--- src/rtl/scd_pkg.sv ---
`timescale 1ns / 1ps
// ----------------------------------------------------------------------------
// scd_pkg
// types, scan code constants and the azerty key maps of the decoder
// ----------------------------------------------------------------------------
package scd_pkg;

    localparam int MAP_ENTRIES = 58;

    // modifier tracking state
    typedef struct packed {
        logic       shift_held;
        logic       ctrl_held;
        logic       ctrl_armed;
        logic [2:0] release_tally;
    } t_mod_state;

    // scan codes, set 1
    localparam logic [7:0] SC_ESC         = 8'h01;
    localparam logic [7:0] SC_BACKSPACE   = 8'h0E;
    localparam logic [7:0] SC_CTRL_MAKE   = 8'h1D;
    localparam logic [7:0] SC_LSHIFT_MAKE = 8'h2A;
    localparam logic [7:0] SC_RSHIFT_MAKE = 8'h36;
    localparam logic [7:0] SC_UP          = 8'h48;
    localparam logic [7:0] SC_LEFT        = 8'h4B;
    localparam logic [7:0] SC_RIGHT       = 8'h4D;
    localparam logic [7:0] SC_DOWN        = 8'h50;
    localparam logic [7:0] SC_CTRL_BREAK  = 8'h9D;
    localparam logic [7:0] SC_LSHIFT_BRK  = 8'hAA;
    localparam logic [7:0] SC_RSHIFT_BRK  = 8'hB6;

    // output character codes
    localparam logic [6:0] CH_NONE      = 7'd0;
    localparam logic [6:0] CH_ESC       = 7'd27;
    localparam logic [6:0] CH_BACKSPACE = 7'd8;
    localparam logic [6:0] CH_UP        = 7'd16;
    localparam logic [6:0] CH_DOWN      = 7'd14;
    localparam logic [6:0] CH_LEFT      = 7'd17;
    localparam logic [6:0] CH_RIGHT     = 7'd18;
    localparam logic [6:0] CH_CTRL_C    = 7'd3;
    localparam logic [6:0] CH_CTRL_S    = 7'd19;
    localparam logic [6:0] CH_CTRL_Q    = 7'd17;
    localparam logic [6:0] CH_LO_C      = 7'd99;
    localparam logic [6:0] CH_UP_C      = 7'd67;
    localparam logic [6:0] CH_LO_S      = 7'd115;
    localparam logic [6:0] CH_UP_S      = 7'd83;
    localparam logic [6:0] CH_LO_Q      = 7'd113;
    localparam logic [6:0] CH_UP_Q      = 7'd81;

    // unshifted azerty map
    localparam logic [6:0] PLAIN_MAP [0:MAP_ENTRIES-1] = '{
        7'd0,   7'd27,  7'd38,  7'd101, 7'd34,  7'd39,  7'd40,  7'd45,
        7'd101, 7'd95,  7'd99,  7'd97,  7'd41,  7'd61,  7'd8,   7'd9,
        7'd97,  7'd122, 7'd101, 7'd114, 7'd116, 7'd121, 7'd117, 7'd105,
        7'd111, 7'd112, 7'd94,  7'd36,  7'd10,  7'd0,
        7'd113, 7'd115, 7'd100, 7'd102, 7'd103, 7'd104, 7'd106, 7'd107,
        7'd108, 7'd109, 7'd117, 7'd42,  7'd0,   7'd42,
        7'd119, 7'd120, 7'd99,  7'd118, 7'd98,  7'd110, 7'd44,  7'd59,
        7'd58,  7'd33,  7'd0,   7'd42,  7'd0,   7'd32
    };

    // shifted azerty map
    localparam logic [6:0] SHIFTED_MAP [0:MAP_ENTRIES-1] = '{
        7'd0,   7'd27,  7'd49,  7'd50,  7'd51,  7'd52,  7'd53,  7'd54,
        7'd55,  7'd56,  7'd57,  7'd48,  7'd43,  7'd61,  7'd8,   7'd9,
        7'd65,  7'd90,  7'd69,  7'd82,  7'd84,  7'd89,  7'd85,  7'd73,
        7'd79,  7'd80,  7'd91,  7'd93,  7'd10,  7'd0,
        7'd81,  7'd83,  7'd68,  7'd70,  7'd71,  7'd72,  7'd74,  7'd75,
        7'd76,  7'd77,  7'd37,  7'd126, 7'd0,   7'd35,
        7'd87,  7'd88,  7'd67,  7'd86,  7'd66,  7'd78,  7'd63,  7'd46,
        7'd47,  7'd115, 7'd0,   7'd42,  7'd0,   7'd32
    };

    // key map lookup, codes past the map give zero
    function automatic logic [6:0] map_lookup(input logic shift, input logic [6:0] idx);
        logic [6:0] val;
        val = CH_NONE;
        if (idx < 7'(MAP_ENTRIES)) begin
            val = shift ? SHIFTED_MAP[idx[5:0]] : PLAIN_MAP[idx[5:0]];
        end
        return val;
    endfunction

endpackage

--- src/rtl/scd_decode.sv ---
`timescale 1ns / 1ps
// ----------------------------------------------------------------------------
// scd_decode
// one scan code against the modifier state: next state and character
// ----------------------------------------------------------------------------
module scd_decode (
    input  logic [7:0]          i_code,
    input  scd_pkg::t_mod_state i_state,
    input  logic [2:0]          i_limit,
    output scd_pkg::t_mod_state o_state,
    output logic                o_hit,
    output logic [6:0]          o_char
);

    logic [6:0] map_char;
    logic [3:0] tally_inc;

    assign map_char  = scd_pkg::map_lookup(i_state.shift_held, i_code[6:0]);
    assign tally_inc = {1'b0, i_state.release_tally} + 4'd1;

    always_comb begin
        o_state = i_state;
        o_hit   = 1'b0;
        o_char  = scd_pkg::CH_NONE;
        if (i_code == scd_pkg::SC_LSHIFT_MAKE || i_code == scd_pkg::SC_RSHIFT_MAKE) begin
            o_state.shift_held = 1'b1;
        end else if (i_code == scd_pkg::SC_LSHIFT_BRK ||
                     i_code == scd_pkg::SC_RSHIFT_BRK) begin
            o_state.shift_held = 1'b0;
        end else if (i_code == scd_pkg::SC_CTRL_MAKE) begin
            o_state.ctrl_held  = 1'b1;
            o_state.ctrl_armed = 1'b1;
        end else if (i_code == scd_pkg::SC_CTRL_BREAK) begin
            o_state.ctrl_held  = 1'b0;
            o_state.ctrl_armed = 1'b0;
        end else if (i_code[7]) begin
            // release of another key counts toward forcing ctrl off
            if (i_state.ctrl_held && i_state.ctrl_armed) begin
                if (tally_inc > {1'b0, i_limit}) begin
                    o_state.ctrl_held     = 1'b0;
                    o_state.ctrl_armed    = 1'b0;
                    o_state.release_tally = 3'd0;
                end else begin
                    o_state.release_tally = tally_inc[2:0];
                end
            end
        end else begin
            case (i_code)
                scd_pkg::SC_ESC: begin
                    o_hit  = 1'b1;
                    o_char = scd_pkg::CH_ESC;
                end
                scd_pkg::SC_BACKSPACE: begin
                    o_hit  = 1'b1;
                    o_char = scd_pkg::CH_BACKSPACE;
                end
                scd_pkg::SC_UP: begin
                    o_hit  = 1'b1;
                    o_char = scd_pkg::CH_UP;
                end
                scd_pkg::SC_DOWN: begin
                    o_hit  = 1'b1;
                    o_char = scd_pkg::CH_DOWN;
                end
                scd_pkg::SC_LEFT: begin
                    o_hit  = 1'b1;
                    o_char = scd_pkg::CH_LEFT;
                end
                scd_pkg::SC_RIGHT: begin
                    o_hit  = 1'b1;
                    o_char = scd_pkg::CH_RIGHT;
                end
                default: begin
                    if (i_state.ctrl_held &&
                        (map_char == scd_pkg::CH_LO_C || map_char == scd_pkg::CH_UP_C)) begin
                        o_state.ctrl_held = 1'b0;
                        o_hit             = 1'b1;
                        o_char            = scd_pkg::CH_CTRL_C;
                    end else if (i_state.ctrl_held &&
                        (map_char == scd_pkg::CH_LO_S || map_char == scd_pkg::CH_UP_S)) begin
                        o_state.ctrl_held = 1'b0;
                        o_hit             = 1'b1;
                        o_char            = scd_pkg::CH_CTRL_S;
                    end else if (i_state.ctrl_held &&
                        (map_char == scd_pkg::CH_LO_Q || map_char == scd_pkg::CH_UP_Q)) begin
                        o_state.ctrl_held = 1'b0;
                        o_hit             = 1'b1;
                        o_char            = scd_pkg::CH_CTRL_Q;
                    end else if (map_char != scd_pkg::CH_NONE) begin
                        o_hit  = 1'b1;
                        o_char = map_char;
                    end
                end
            endcase
        end
    end

endmodule

--- src/rtl/scancode_to_char_decoder_core.sv ---
`timescale 1ns / 1ps
// ----------------------------------------------------------------------------
// scancode_to_char_decoder_core
// set-1 scan code bytes in, azerty characters and control codes out
// ----------------------------------------------------------------------------
//  channel   | direction | payload
//  s_axis    | in        | tdata[7:0] scan code
//  m_axis    | out       | tdata[6:0] char code, tdata[7] zero
//  cfg       | in        | wr_data[2:0] ctrl release limit
//
// one request per cycle while the result register is free or draining; each accepted
// request passes the input register, then decode into the result register
// modifier state is updated in order as each request passes the decode stage
// requests that give no character update state and leave no result
// a stalled result register holds the input register; input backs up when both are full
// synchronous active-low reset clears the modifiers and sets the limit to 5
// ----------------------------------------------------------------------------
module scancode_to_char_decoder_core (
    input  logic       i_clk,
    input  logic       i_rst_n,
    input  logic       i_s_axis_tvalid,
    output logic       o_s_axis_tready,
    input  logic [7:0] i_s_axis_tdata,   // [7:0] scan_code
    output logic       o_m_axis_tvalid,
    input  logic       i_m_axis_tready,
    output logic [7:0] o_m_axis_tdata,   // [6:0] char_code, [7] zero fill
    input  logic       i_cfg_wr_en,
    input  logic [2:0] i_cfg_wr_data     // [2:0] ctrl_release_limit
);

    // configuration
    logic [2:0] r_ctrl_release_limit;

    // input register
    logic       r_in_valid;
    logic [7:0] r_in_code;

    // modifier state
    scd_pkg::t_mod_state r_state;
    scd_pkg::t_mod_state n_state;

    // result register
    logic       r_out_valid;
    logic [6:0] r_out_char;

    logic       n_hit;
    logic [6:0] n_char;
    logic       advance;

    // the decode stage moves whenever the result register is free or draining
    assign advance         = r_in_valid && (!r_out_valid || i_m_axis_tready);
    assign o_s_axis_tready = !r_in_valid || advance;
    assign o_m_axis_tvalid = r_out_valid;
    assign o_m_axis_tdata  = {1'b0, r_out_char};

    scd_decode u_decode (
        .i_code  (r_in_code),
        .i_state (r_state),
        .i_limit (r_ctrl_release_limit),
        .o_state (n_state),
        .o_hit   (n_hit),
        .o_char  (n_char)
    );

    always_ff @(posedge i_clk) begin
        if (!i_rst_n) begin
            r_ctrl_release_limit <= 3'd5;
        end else if (i_cfg_wr_en) begin
            r_ctrl_release_limit <= i_cfg_wr_data;
        end
    end

    // input register
    always_ff @(posedge i_clk) begin
        if (!i_rst_n) begin
            r_in_valid <= 1'b0;
        end else if (o_s_axis_tready) begin
            r_in_valid <= i_s_axis_tvalid;
        end
    end

    always_ff @(posedge i_clk) begin
        if (i_s_axis_tvalid && o_s_axis_tready) begin
            r_in_code <= i_s_axis_tdata;
        end
    end

    // modifier state, committed as each request is decoded
    always_ff @(posedge i_clk) begin
        if (!i_rst_n) begin
            r_state <= '0;
        end else if (advance) begin
            r_state <= n_state;
        end
    end

    // result register
    always_ff @(posedge i_clk) begin
        if (!i_rst_n) begin
            r_out_valid <= 1'b0;
        end else if (advance) begin
            r_out_valid <= n_hit;
        end else if (i_m_axis_tready) begin
            r_out_valid <= 1'b0;
        end
    end

    always_ff @(posedge i_clk) begin
        if (advance) begin
            r_out_char <= n_char;
        end
    end

    // a zero character is never delivered
    a_no_zero_char: assert property (@(posedge i_clk) disable iff (!i_rst_n)
        o_m_axis_tvalid |-> (o_m_axis_tdata[6:0] != scd_pkg::CH_NONE))
        else $error("zero character delivered");

    // ctrl is only ever held while release counting is armed
    a_ctrl_armed: assert property (@(posedge i_clk) disable iff (!i_rst_n)
        r_state.ctrl_held |-> r_state.ctrl_armed)
        else $error("ctrl held without armed");

    // reset empties the input and result registers
    a_reset_empty: assert property (@(posedge i_clk)
        !i_rst_n |=> (!o_m_axis_tvalid && !r_in_valid))
        else $error("pipeline not empty after reset");

endmodule
--- config.mk ---
export PLATFORM = sky130hd
export DESIGN_NAME = scancode_to_char_decoder_core
export DESIGN_NICKNAME = d
export VERILOG_FILES = /design/src/rtl/scd_pkg.sv /design/src/rtl/scd_decode.sv /design/src/rtl/scancode_to_char_decoder_core.sv
export SDC_FILE = /design/constraint.sdc
export NUM_CORES = 1
export LEC_CHECK = 0
export BUFFER_PORTS_ARGS = -buffer_cell sky130_fd_sc_hd__buf_4
export CORE_MARGIN = 2
export CORE_UTILIZATION = 40
export CTS_CLUSTER_DIAMETER = 200
export DETAILED_ROUTE_END_ITERATION = 16
export PLACE_DENSITY = 0.57
export SLEW_MARGIN = 20
export SYNTH_ARGS = -nofsm -noshare
export SYNTH_HDL_FRONTEND = slang
export SYNTH_SLANG_ARGS = --single-unit
--- constraint.sdc ---
create_clock -name i_clk -period 6.1 [get_ports i_clk]
set_input_delay 1.22 -clock i_clk [delete_from_list [all_inputs] [get_ports i_clk]]
set_output_delay 1.22 -clock i_clk [all_outputs]
set_load 0.02 [all_outputs]
======== Word-level counts from Yosys, hierarchy flattened ========
Memory sizes are Yosys's and may differ from the RTL's.
Cells that the tools add are included.
storage, ports and cells
  bits in registers ....................... 26
  memories ................................ 2
  input port bits ......................... 16
  bits in read-only memories .............. 896
  logic and storage cells ................. 105
  bits in latches ......................... 0
  memory bits (writable) .................. 0
operators by class
  $mul .................................... 0
  order comparisons ....................... 3
  $add $sub $neg .......................... 1
  div/mod/pow operators ................... 0
  shift operators ......................... 0
  eq/ne operators ......................... 21
  reductions and logical operators ........ 28
  multiplexer cells ....................... 36
  bitwise gates (word level) .............. 5
memory list
  memory            depth  bits a word  rd ports  clocked after Yosys merged registers in  wr ports  line           source
  (name not given)  64     7            1         0                                        0         scd_pkg.sv:79  val = shift ? SHIFTED_MAP[idx[5:0]] : PLAIN_MAP[idx[5:0]];
  (name not given)  64     7            1         0                                        0         scd_pkg.sv:79
operators with widths
  cell                  number
  $mux W7               10
  $eq A7 B7 Y1 const B  6
  $pmux W7 S6           1
  $eq A8 B7 Y1 const B  4
  $eq A8 B8 Y1 const B  3
  $mux W1               19
  $eq A8 B6 Y1 const B  2
  $reduce_and A7 Y1     2
  $ne A4 B1 Y1 const B  3
  $reduce_bool A3 Y1    3
  $eq A8 B1 Y1 const B  1
  $eq A8 B4 Y1 const B  1
  $eq A8 B5 Y1 const B  1
  $ge A7 B7 Y1 const B  1
  $logic_or A1 B1 Y1    7
  $lt A7 B6 Y1 const B  1
  $not A6 Y7            1
  $reduce_bool A7 Y1    1
  $logic_and A1 B1 Y1   6
  $mux W2               3
  $reduce_and A6 Y1     1
  $reduce_bool A6 Y1    1
  $reduce_or A6 Y1      1
  $mux W5               1
  9 further kinds       14

======== Longest topological paths before layout ========
Gate-level depths: netlist of the first run.
  word-level depth ........................ 19
  gate-level depth with buffers ........... 11

======== Modules after synthesis ========
A second synthesis of the first run with hierarchy kept.
unflattened totals
  cells, all modules ...................... 364
  area total of the unflattened synthesis .. 2842.7 um^2
modules (own cells, without submodules)
  module                         instances  area an instance (um^2)  cells each
  scd_decode                     1          1935.6                   301
  scancode_to_char_decoder_core  1          907.1                    63

======== Worst setup path before layout of the first run ========
OpenSTA, ideal clock, no wires.
  path type ............................... register to register
  start ................................... reg r_in_code[1]
  end ..................................... reg r_out_char[5], data pin
  stages on the path, launching flop included .. 11
  data required time ...................... 5.836 ns
  library setup time ...................... 0.264 ns
  data arrival time ....................... 2.641 ns
  clock period less this slack ............ 2.905 ns
  path slack .............................. 3.195 ns
  cells stage by stage .................... edfxtp_1 clkbuf_1 inv_1 ha_1 clkbuf_1 a21o_1 o311a_1 or4_1 o22ai_1 nor4b_4 nor2_1
between the ends
  word-level cells in the longest chain between the ends .. 13
ends and longest elaborated chain
  what                                         line                                  source
  from (decl)                                  scancode_to_char_decoder_core.sv:36   logic [7:0] r_in_code;
  from (signal assigned)                       scancode_to_char_decoder_core.sv:84   r_in_code <= i_s_axis_tdata;
  $not A6 Y7 (implied by the code)             scd_pkg.sv:79
  $mem_v2 Z64 W7                               --
  $mux W7 (implied by the code) (2 in series)  scd_pkg.sv:79
  $mux W7                                      scd_pkg.sv:79
  $mux W7                                      scd_pkg.sv:78                         if (idx < 7'(MAP_ENTRIES)) begin
  $eq A7 B7 Y1                                 scd_decode.sv:85                      (map_char == scd_pkg::CH_LO_Q || map_char == scd_pkg::CH_UP_Q)) begin
  $logic_or A1 B1 Y1                           scd_decode.sv:85
  $logic_and A1 B1 Y1                          scd_decode.sv:84                      end else if (i_state.ctrl_held &&
  $mux W7                                      scd_decode.sv:84
  $mux W7                                      scd_decode.sv:79                      end else if (i_state.ctrl_held &&
  $mux W7                                      scd_decode.sv:74                      if (i_state.ctrl_held &&
  $pmux W7 S6                                  scd_decode.sv:48                      case (i_code)
  to (signal assigned)                         scancode_to_char_decoder_core.sv:110  r_out_char <= n_char;
  to (decl)                                    scancode_to_char_decoder_core.sv:44   logic [6:0] r_out_char;
Several ways; a longest one is shown, not always the timed one. The select of a mux whose other input is x is not followed.
A chain may end at the register's enable or synchronous reset.

======== Final worst setup path of the first run ========
Ends and elaborated chain as after synthesis.

==> results of run 1 <==
[state kept, by name (all words and copies together), names as in the netlist]
signal                cells
r_in_code                 8
o_m_axis_tvalid           1
r_out_char                7
r_in_valid                1
r_state                   6
r_ctrl_release_limit      3
[metal layers]
metal	track usage	vias to the layer above	part of all wire
li1	-	1346	-
met1	0.306	1365	0.46
met2	0.337	141	0.46
met3	0.0410	16	0.065
met4	0.0537	0	0.019
met5	0	-	0
[kinds of logic (layout without fill, tap and decap cells)]
logic type,Yosys count,in the layout,share of synthesized area
simple gates,152,152,0.293
compound gates,112,112,0.298
buf+inv,45,45,0.0814
flops,26,26,0.235
fa+ha+maj,12,12,0.0525
mux,9,9,0.0324
xor+xnor,2,2,0.00613
other cells,1,1,0.00131
[per-stage QoR]
step | setup WS [ps] | hold slack [ps] | instance area, um^2 | util
2_1_floorplan | 3200 | 447 | 2860 | -
3_3_place_gp | 2840 | 477 | 3010 | 0.438
3_5_place_dp | 2750 | 482 | 3010 | 0.438
4_1_cts | 2730 | 503 | 3080 | 0.448
5_1_grt | 2460 | 534 | 3080 | 0.448
6_report | 2710 | 501 | 3080 | 0.448
[worst register-to-register path, delay by kind of cell (launching register included)]
kind / cells / cell delay (ps)
DFF: 1 / 760
buffers and inverters: 1 / 230
AOI/OAI and AO/OA: 3 / 750
and+or+nand+nor: 4 / 1000
adders and majority gates: 1 / 410
[cell usage in the layout (no fill, tap or decap), types with 3 or more instances in the layout]
master,netlist,final
sky130_fd_sc_hd__o221ai_1,3,3
sky130_fd_sc_hd__a21oi_1,23,23
sky130_fd_sc_hd__o211ai_1,6,6
sky130_fd_sc_hd__a211oi_1,6,6
sky130_fd_sc_hd__nor3_1,15,15
sky130_fd_sc_hd__and3_1,4,4
sky130_fd_sc_hd__inv_1,12,12
sky130_fd_sc_hd__a31oi_1,5,5
sky130_fd_sc_hd__nand4_1,6,6
sky130_fd_sc_hd__dfxtp_1,11,11
sky130_fd_sc_hd__nor2b_1,15,15
sky130_fd_sc_hd__nand2b_1,13,13
sky130_fd_sc_hd__nor2_1,34,34
sky130_fd_sc_hd__nor3b_1,9,9
sky130_fd_sc_hd__edfxtp_1,15,15
sky130_fd_sc_hd__mux2i_1,7,7
sky130_fd_sc_hd__ha_1,12,12
sky130_fd_sc_hd__a211oi_2,3,3
sky130_fd_sc_hd__buf_4,3,28
sky130_fd_sc_hd__o311a_1,3,3
sky130_fd_sc_hd__o21ai_0,18,18
sky130_fd_sc_hd__clkbuf_8,0,3
sky130_fd_sc_hd__nand3_1,7,7
sky130_fd_sc_hd__and2_1,5,5
sky130_fd_sc_hd__nand2_1,24,24
[worst paths after layout]
| kind | from | end | slack [ps] | cells past startpoint |
|---|---|---|---|---|
| worst min-delay path | r_ctrl_release_limit[2] | r_ctrl_release_limit[2] | 500 | 2 |
| worst max-delay path | r_in_code[1] | r_out_char[5] | 2710 | 9 |
| worst max register to register | r_in_code[1] | r_out_char[5] | 2710 | 9 |
| worst min register to register | r_ctrl_release_limit[2] | r_ctrl_release_limit[2] | 500 | 2 |
[layout make-up]
| class | count | area, um^2 |
|---|---|---|
| fill | 676 | 3790 |
| multi-input combinational | 288 | 1960 |
| sequential | 26 | 671 |
| timing repair buffer | 28 | 210 |
| tap | 96 | 120 |
| inverter | 13 | 48.8 |
| clock buffer | 3 | 41.3 |
| clock inverter | 1 | 30.0 |
[power by group]
| group | switching [mW] | leakage, nW | total, mW | internal [mW] |
|---|---|---|---|---|
| Sequential | 0.0129 | 0.240 | 0.206 | 0.193 |
| Clock | 0.0547 | 0.0357 | 0.142 | 0.0877 |
| Combinational | 0.0883 | 0.857 | 0.146 | 0.0573 |
| Total | 0.156 | 1.13 | 0.494 | 0.338 |
==> summary.txt, run 1 <==
================================================================================
Post-cts gate resize count                                                     0
Post CTS Setup Buffer Count                                                    0
Mean instance size in the synthesized netlist                          7.96 um^2
Number of placement rows                                                      30
Kind of cell with the highest combined delay on the critical path   simple AND/OR/NAND/NOR gates
Fraction of registers with async set or reset after synthesis                  0
Worst Clk Skew                                                           2.26 ps
Pwr dens                                                             161 nW/um^2
Chip Height                                                              88.5 um
Highest Clock Rate                                                       295 MHz
Number of antenna violations at the first check in global routing              0
Layout Area Growth over Synthesis                                          7.61%
Minimum period implied by the final worst setup slack                    3390 ps
Critical path buffers and inverters                                            1
Maximum clock path buffer count                                                2
Endpoints failing hold                                                         0
Data required time at the worst endpoint                                 6120 ps
Syn Inst Count                                                               359
Root Buffer Master                                                  sky130_fd_sc_hd__clkbuf_8
Cell area after synthesis                                              2860 um^2
Worst Setup Start Kind                                                  register
Total grt overflow                                                             0
Port Buf Inserts                                                              24
Routed wire length                                                       8.09 mm
FF+latch count, synth                                                         26
Slew @ Worst Pin                                                          865 ps
Routed WL per cell                                                       17.8 um
CP most frequent cell                                               sky130_fd_sc_hd__nor2_1
Cell Count, Final, Fillers Out                                               455
Primary FF master, synth                                            sky130_fd_sc_hd__edfxtp_1
Gr usage total                                                             0.215
Crit path largest cell delay                                              760 ps
Count of different cell masters after synthesis                               82
Largest net degree at the start of global routing                             43
Worst Setup End Kind                                                    register
Part of the Yosys area used for sequential elements                        0.235
Yosys top cell by area                                              sky130_fd_sc_hd__edfxtp_1
Count of warnings emitted by yosys                                             0
Area inside the core boundary                                          6870 um^2
Number of max-slew violations in the final report                              0
Dominant cells by area after synthesis                              sky130_fd_sc_hd__edfxtp_1 16%, sky130_fd_sc_hd__dfxtp_1 7.7%, sky130_fd_sc_hd__ha_1 5.3%, sky130_fd_sc_hd__nor2_1 4.5%, sky130_fd_sc_hd__a21oi_1 4.0%
Final setup TNS                                                             0 ps
Worst path cell trace                                               inv_1 -> ha_1 -> a21oi_1 -> nor2_1 -> o311a_1 -> or4_1 -> o22ai_1 -> nor4b_4 -> nor2_1
Maximum VDD drop                                                          115 uV
Leading post-synthesis cells by instance count                      34 x sky130_fd_sc_hd__nor2_1, 24 x sky130_fd_sc_hd__nand2_1, 23 x sky130_fd_sc_hd__a21oi_1, 18 x sky130_fd_sc_hd__o21ai_0
Effective utilization at floorplan                                         0.416
Number of nets still failing antenna checks after routing                      0
Min-Delay Path Class                                                register to register
Slowest CP cell                                                     sky130_fd_sc_hd__edfxtp_1
Run status                                                             completed
Share of the cycle needed by the critical path after routing               0.556
Fraction of layout cells with a size suffix above 1                        0.150
Worst-skew pair later-pin latency                                         270 ps
Drc violations                                                                 0
Clock-pin transition on the worst setup and hold timing paths              90 ps
Biggest fanout along the worst timing path                                    19
Start-to-end type of the worst setup path                           register to register
Number of nets in the final layout                                           388
Number of primary I/O pins                                                    26
Global-route wire length before repair                                   13.4 mm
RePlAce Congestion                                                         0.907
Cell with the most instances after synthesis                        sky130_fd_sc_hd__nor2_1
Pleak                                                                    1.13 nW
Number of enable flip-flop cells after synthesis                              15
First-pass DRT Iterations                                                      5
TritonCTS clock tree                                                         yes
Worst slew margin relative to its limit                                    0.423
Post-detail-place hpwl                                                   5.78 mm
Max-cap viol count                                                             0
Post-DR vias/cell                                                           6.30
Yosys top cell area share                                                  0.158
Chip Width                                                               88.5 um
Placed instance count                                                        451
Unrepaired setup endpoints after global routing                            false
Number of buffers added to fix hold violations after cts                       0
Total number of vias                                                        2868
Number of buffers created by CTS                                               3
Die Outline Area                                                       7840 um^2
H-tree Lvls                                                                    1
Via count of the first global-routing pass                                  2661
Clock sink total                                                              26
Antenna Cells                                                                  0
Iteration-0 DRC count of the detailed router                                 364
Post-Synthesis Net Count                                                     387
Post-route total power                                                  0.494 mW
Endpoint arrival time on the critical path                               3420 ps
Total setup violations reported at the end of the flow                         0
================================================================================
(Power assumes the default switching activity.)
==> run 2: changes to the inputs <==
ABC_AREA = 1   (was default)
PLACE_DENSITY = 0.6   (was 0.57)
clock period = 3.1 ns   (was 6.1 ns; I/O delays follow)
==> summary.txt, run 2 <==
================================================================================
Effective utilization at floorplan                                         0.411
Start-to-end type of the worst setup path                           register to register
Top register by number of flip-flops                                   r_in_code
Total number of vias                                                        2788
Worst Setup Start Kind                                                  register
Count of warnings emitted by yosys                                             0
Share of synthesized cell area in and, or, nand and nor gates              0.417
First-pass DRT Iterations                                                      5
Post-cts gate resize count                                                     0
Endpoints failing hold                                                         0
Number of primary I/O pins                                                    26
CP most frequent cell                                               sky130_fd_sc_hd__nand2_1
Unrepaired setup endpoints after global routing                            false
Clock-pin transition on the worst setup and hold timing paths              90 ps
Critical path buffers and inverters                                            2
FF+latch count, synth                                                         26
Syn Inst Count                                                               385
Largest registers                                                   r_in_code: 8 flops, r_out_char: 7 flops, r_state: 6 flops
Minimum period implied by the final worst setup slack                    2570 ps
Pwr dens                                                             336 nW/um^2
Worst path cell trace                                               inv_2 -> ha_1 -> inv_1 -> nand2_1 -> nand2_1 -> nand2_1 -> nand2_1 -> nand2_1 -> nand2_1 -> o21bai_1 -> nand3_1 -> nor2_1 -> nand3_1 -> nand2_1 -> o21bai_1
Cell area after synthesis                                              2420 um^2
Multiplexer share of the synthesized area                                      0
Slowest CP cell                                                     sky130_fd_sc_hd__edfxtp_1
Highest Clock Rate                                                       389 MHz
Max-cap viol count                                                             0
Port Buf Inserts                                                              24
Crit path largest cell delay                                              560 ps
Routed WL per cell                                                       14.7 um
Placed instance count                                                        477
Dominant combinational cell family by area after synthesis          simple AND/OR/NAND/NOR gates
Total setup violations reported at the end of the flow                         0
Routed wire length                                                       7.09 mm
Number of buffers created by CTS                                               3
RePlAce Congestion                                                         0.950
Run status                                                             completed
Antenna Cells                                                                  0
Count of different cell masters after synthesis                               33
Number of enable flip-flop cells after synthesis                              15
Drc violations                                                                 0
Chip Height                                                              81.7 um
Kind of cell with the highest combined delay on the critical path   simple AND/OR/NAND/NOR gates
Yosys top cell area share                                                  0.189
Maximum clock path buffer count                                                2
Total grt overflow                                                             0
Area fraction in compound gates after synthesis                            0.135
Pleak                                                                    1.32 nW
Yosys top cell by area                                              sky130_fd_sc_hd__nand2_1
Primary FF master, synth                                            sky130_fd_sc_hd__edfxtp_1
Synth Area in Adders                                                      0.0621
Part of the Yosys area used for sequential elements                        0.277
Most common library cell in the layout ignoring fill and taps       sky130_fd_sc_hd__nand2_1
Flip-flop count of the largest register after layout                           8
Mean instance size in the synthesized netlist                          6.28 um^2
Cell Count, Final, Fillers Out                                               481
Data required time at the worst endpoint                                 3130 ps
Slew @ Worst Pin                                                          601 ps
Number of placement rows                                                      28
Share of the cycle needed by the critical path after routing               0.829
Min-Delay Path Class                                                register to register
Maximum VDD drop                                                          290 uV
Number of nets still failing antenna checks after routing                      0
Worst slew margin relative to its limit                                    0.600
Chip Width                                                               81.7 um
Post-Synthesis Net Count                                                     413
Global-route wire length before repair                                   11.6 mm
Clock sink total                                                              26
Fraction of registers with async set or reset after synthesis                  0
Endpoint arrival time on the critical path                               2600 ps
Post-DR vias/cell                                                           5.80
Worst-skew pair later-pin latency                                         270 ps
Root Buffer Master                                                  sky130_fd_sc_hd__clkbuf_8
Leading post-synthesis cells by instance count                      122 x sky130_fd_sc_hd__nand2_1, 65 x sky130_fd_sc_hd__nand3_1, 30 x sky130_fd_sc_hd__nor2_1, 28 x sky130_fd_sc_hd__inv_1, 23 x sky130_fd_sc_hd__a21oi_1
Number of antenna violations at the first check in global routing              0
Cell with the most instances after synthesis                        sky130_fd_sc_hd__nand2_1
Area inside the core boundary                                          5890 um^2
Xor and xnor fraction of the mapped netlist area                         0.00362
Number of max-slew violations in the final report                              0
Biggest fanout along the worst timing path                                    10
TritonCTS clock tree                                                         yes
Post-detail-place hpwl                                                   5.53 mm
Number of nets in the final layout                                           435
Largest net degree at the start of global routing                             24
Gr usage total                                                             0.224
Post-route worst hold slack                                               469 ps
Fraction of layout cells with a size suffix above 1                        0.131
Worst Clk Skew                                                           10.5 ps
Final setup TNS                                                             0 ps
H-tree Lvls                                                                    1
Via count of the first global-routing pass                                  2545
Post-route total power                                                  0.910 mW
Top library cells by usage in the layout, fill and taps aside       122 x sky130_fd_sc_hd__nand2_1, 65 x sky130_fd_sc_hd__nand3_1, 30 x sky130_fd_sc_hd__nor2_1, 30 x sky130_fd_sc_hd__buf_4, 28 x sky130_fd_sc_hd__inv_1
Die Outline Area                                                       6680 um^2
Layout Area Growth over Synthesis                                          12.1%
Iteration-0 DRC count of the detailed router                                 297
Dominant cells by area after synthesis                              sky130_fd_sc_hd__nand2_1 19%, sky130_fd_sc_hd__edfxtp_1 19%, sky130_fd_sc_hd__nand3_1 13%, sky130_fd_sc_hd__dfxtp_1 9.1%, sky130_fd_sc_hd__ha_1 6.2%
Post CTS Setup Buffer Count                                                    0
Number of filler instances in the final layout                               624
Number of buffers added to fix hold violations after cts                       0
Worst Setup End Kind                                                    register
================================================================================
==> run 2: cell types whose count changed after synthesis, moves of 8 or more <==
| cell | delta |
|---|---|
| sky130_fd_sc_hd__nand3_1 | +58 |
| sky130_fd_sc_hd__nor2b_1 | -15 |
| sky130_fd_sc_hd__inv_1 | +16 |
| sky130_fd_sc_hd__nand2b_1 | -13 |
| sky130_fd_sc_hd__inv_2 | +11 |
| sky130_fd_sc_hd__nor3_1 | -12 |
| sky130_fd_sc_hd__clkbuf_1 | -10 |
| sky130_fd_sc_hd__nor3b_1 | -8 |
| sky130_fd_sc_hd__nand2_1 | +98 |
==> run 2: routing by layer <==
| metal | vias to the layer above | part of all wire | track usage |
|---|---|---|---|
| li1 | 1332 | - | - |
| met1 | 1252 | 0.42 | 0.302 |
| met2 | 166 | 0.43 | 0.354 |
| met3 | 38 | 0.095 | 0.0341 |
| met4 | 0 | 0.052 | 0.102 |
| met5 | - | 0 | 0 |
==> run 2: final cells by class <==
| cell class | count | area, um^2 | share of cell area |
|---|---|---|---|
| Inverter | 42 | 158 | 0.0582 |
| Sequential cell | 26 | 671 | 0.247 |
| Tap cell | 75 | 93.8 | 0.0346 |
| Multi-Input combinational cell | 304 | 1500 | 0.552 |
| Clock buffer | 4 | 66.3 | 0.0245 |
| Timing Repair Buffer | 30 | 225 | 0.0831 |
==> run 2: final timing paths <==
kind	startpoint	end	slack, ps	cells past startpoint
max	r_in_code[0]	r_out_char[3]	530	15
min	r_ctrl_release_limit[1]	r_ctrl_release_limit[1]	470	2
max reg2reg	r_in_code[0]	r_out_char[3]	530	15
min reg2reg	r_ctrl_release_limit[1]	r_ctrl_release_limit[1]	470	2
==> run 2: cells by family (layout without fill, tap and decap cells) <==
family / count (synthesis) / count (layout)
and+or+nand+nor: 234 / 234
AOI/OAI and AO/OA: 56 / 56
buffers and inverters: 55 / 76
DFF: 26 / 26
adders and majority gates: 12 / 12
other: 1 / 1
xor gates and xnor gates: 1 / 1
==> run 2: metrics by stage <==
stage / worst slack (ps) / cell area [um^2] / utilization
floorplan: 1000 / 2420 / -
global placement: 626 / 2640 / 0.449
detailed placement: 569 / 2640 / 0.449
CTS: 584 / 2710 / 0.460
global route: 245 / 2710 / 0.460
finish: 531 / 2710 / 0.460
==> run 2: worst register-to-register path: stages, from the launching register on <==
cell and delay, ps:
sky130_fd_sc_hd__edfxtp_1 560, sky130_fd_sc_hd__inv_2 210, sky130_fd_sc_hd__ha_1 350, sky130_fd_sc_hd__inv_1 100, sky130_fd_sc_hd__nand2_1 120, sky130_fd_sc_hd__nand2_1 60
sky130_fd_sc_hd__nand2_1 70, sky130_fd_sc_hd__nand2_1 60, sky130_fd_sc_hd__nand2_1 50, sky130_fd_sc_hd__nand2_1 50, sky130_fd_sc_hd__o21bai_1 130, sky130_fd_sc_hd__nand3_1 140
sky130_fd_sc_hd__nor2_1 110, sky130_fd_sc_hd__nand3_1 100, sky130_fd_sc_hd__nand2_1 140, sky130_fd_sc_hd__o21bai_1 80
==> run 2: where the power goes <==
group          leakage, nW  internal (mW)  switching, mW  total (mW)
combinational         1.05         0.0901          0.179       0.269
clock               0.0339          0.140          0.103       0.243
sequential           0.236          0.382         0.0150       0.398
total                 1.32          0.613          0.297       0.910
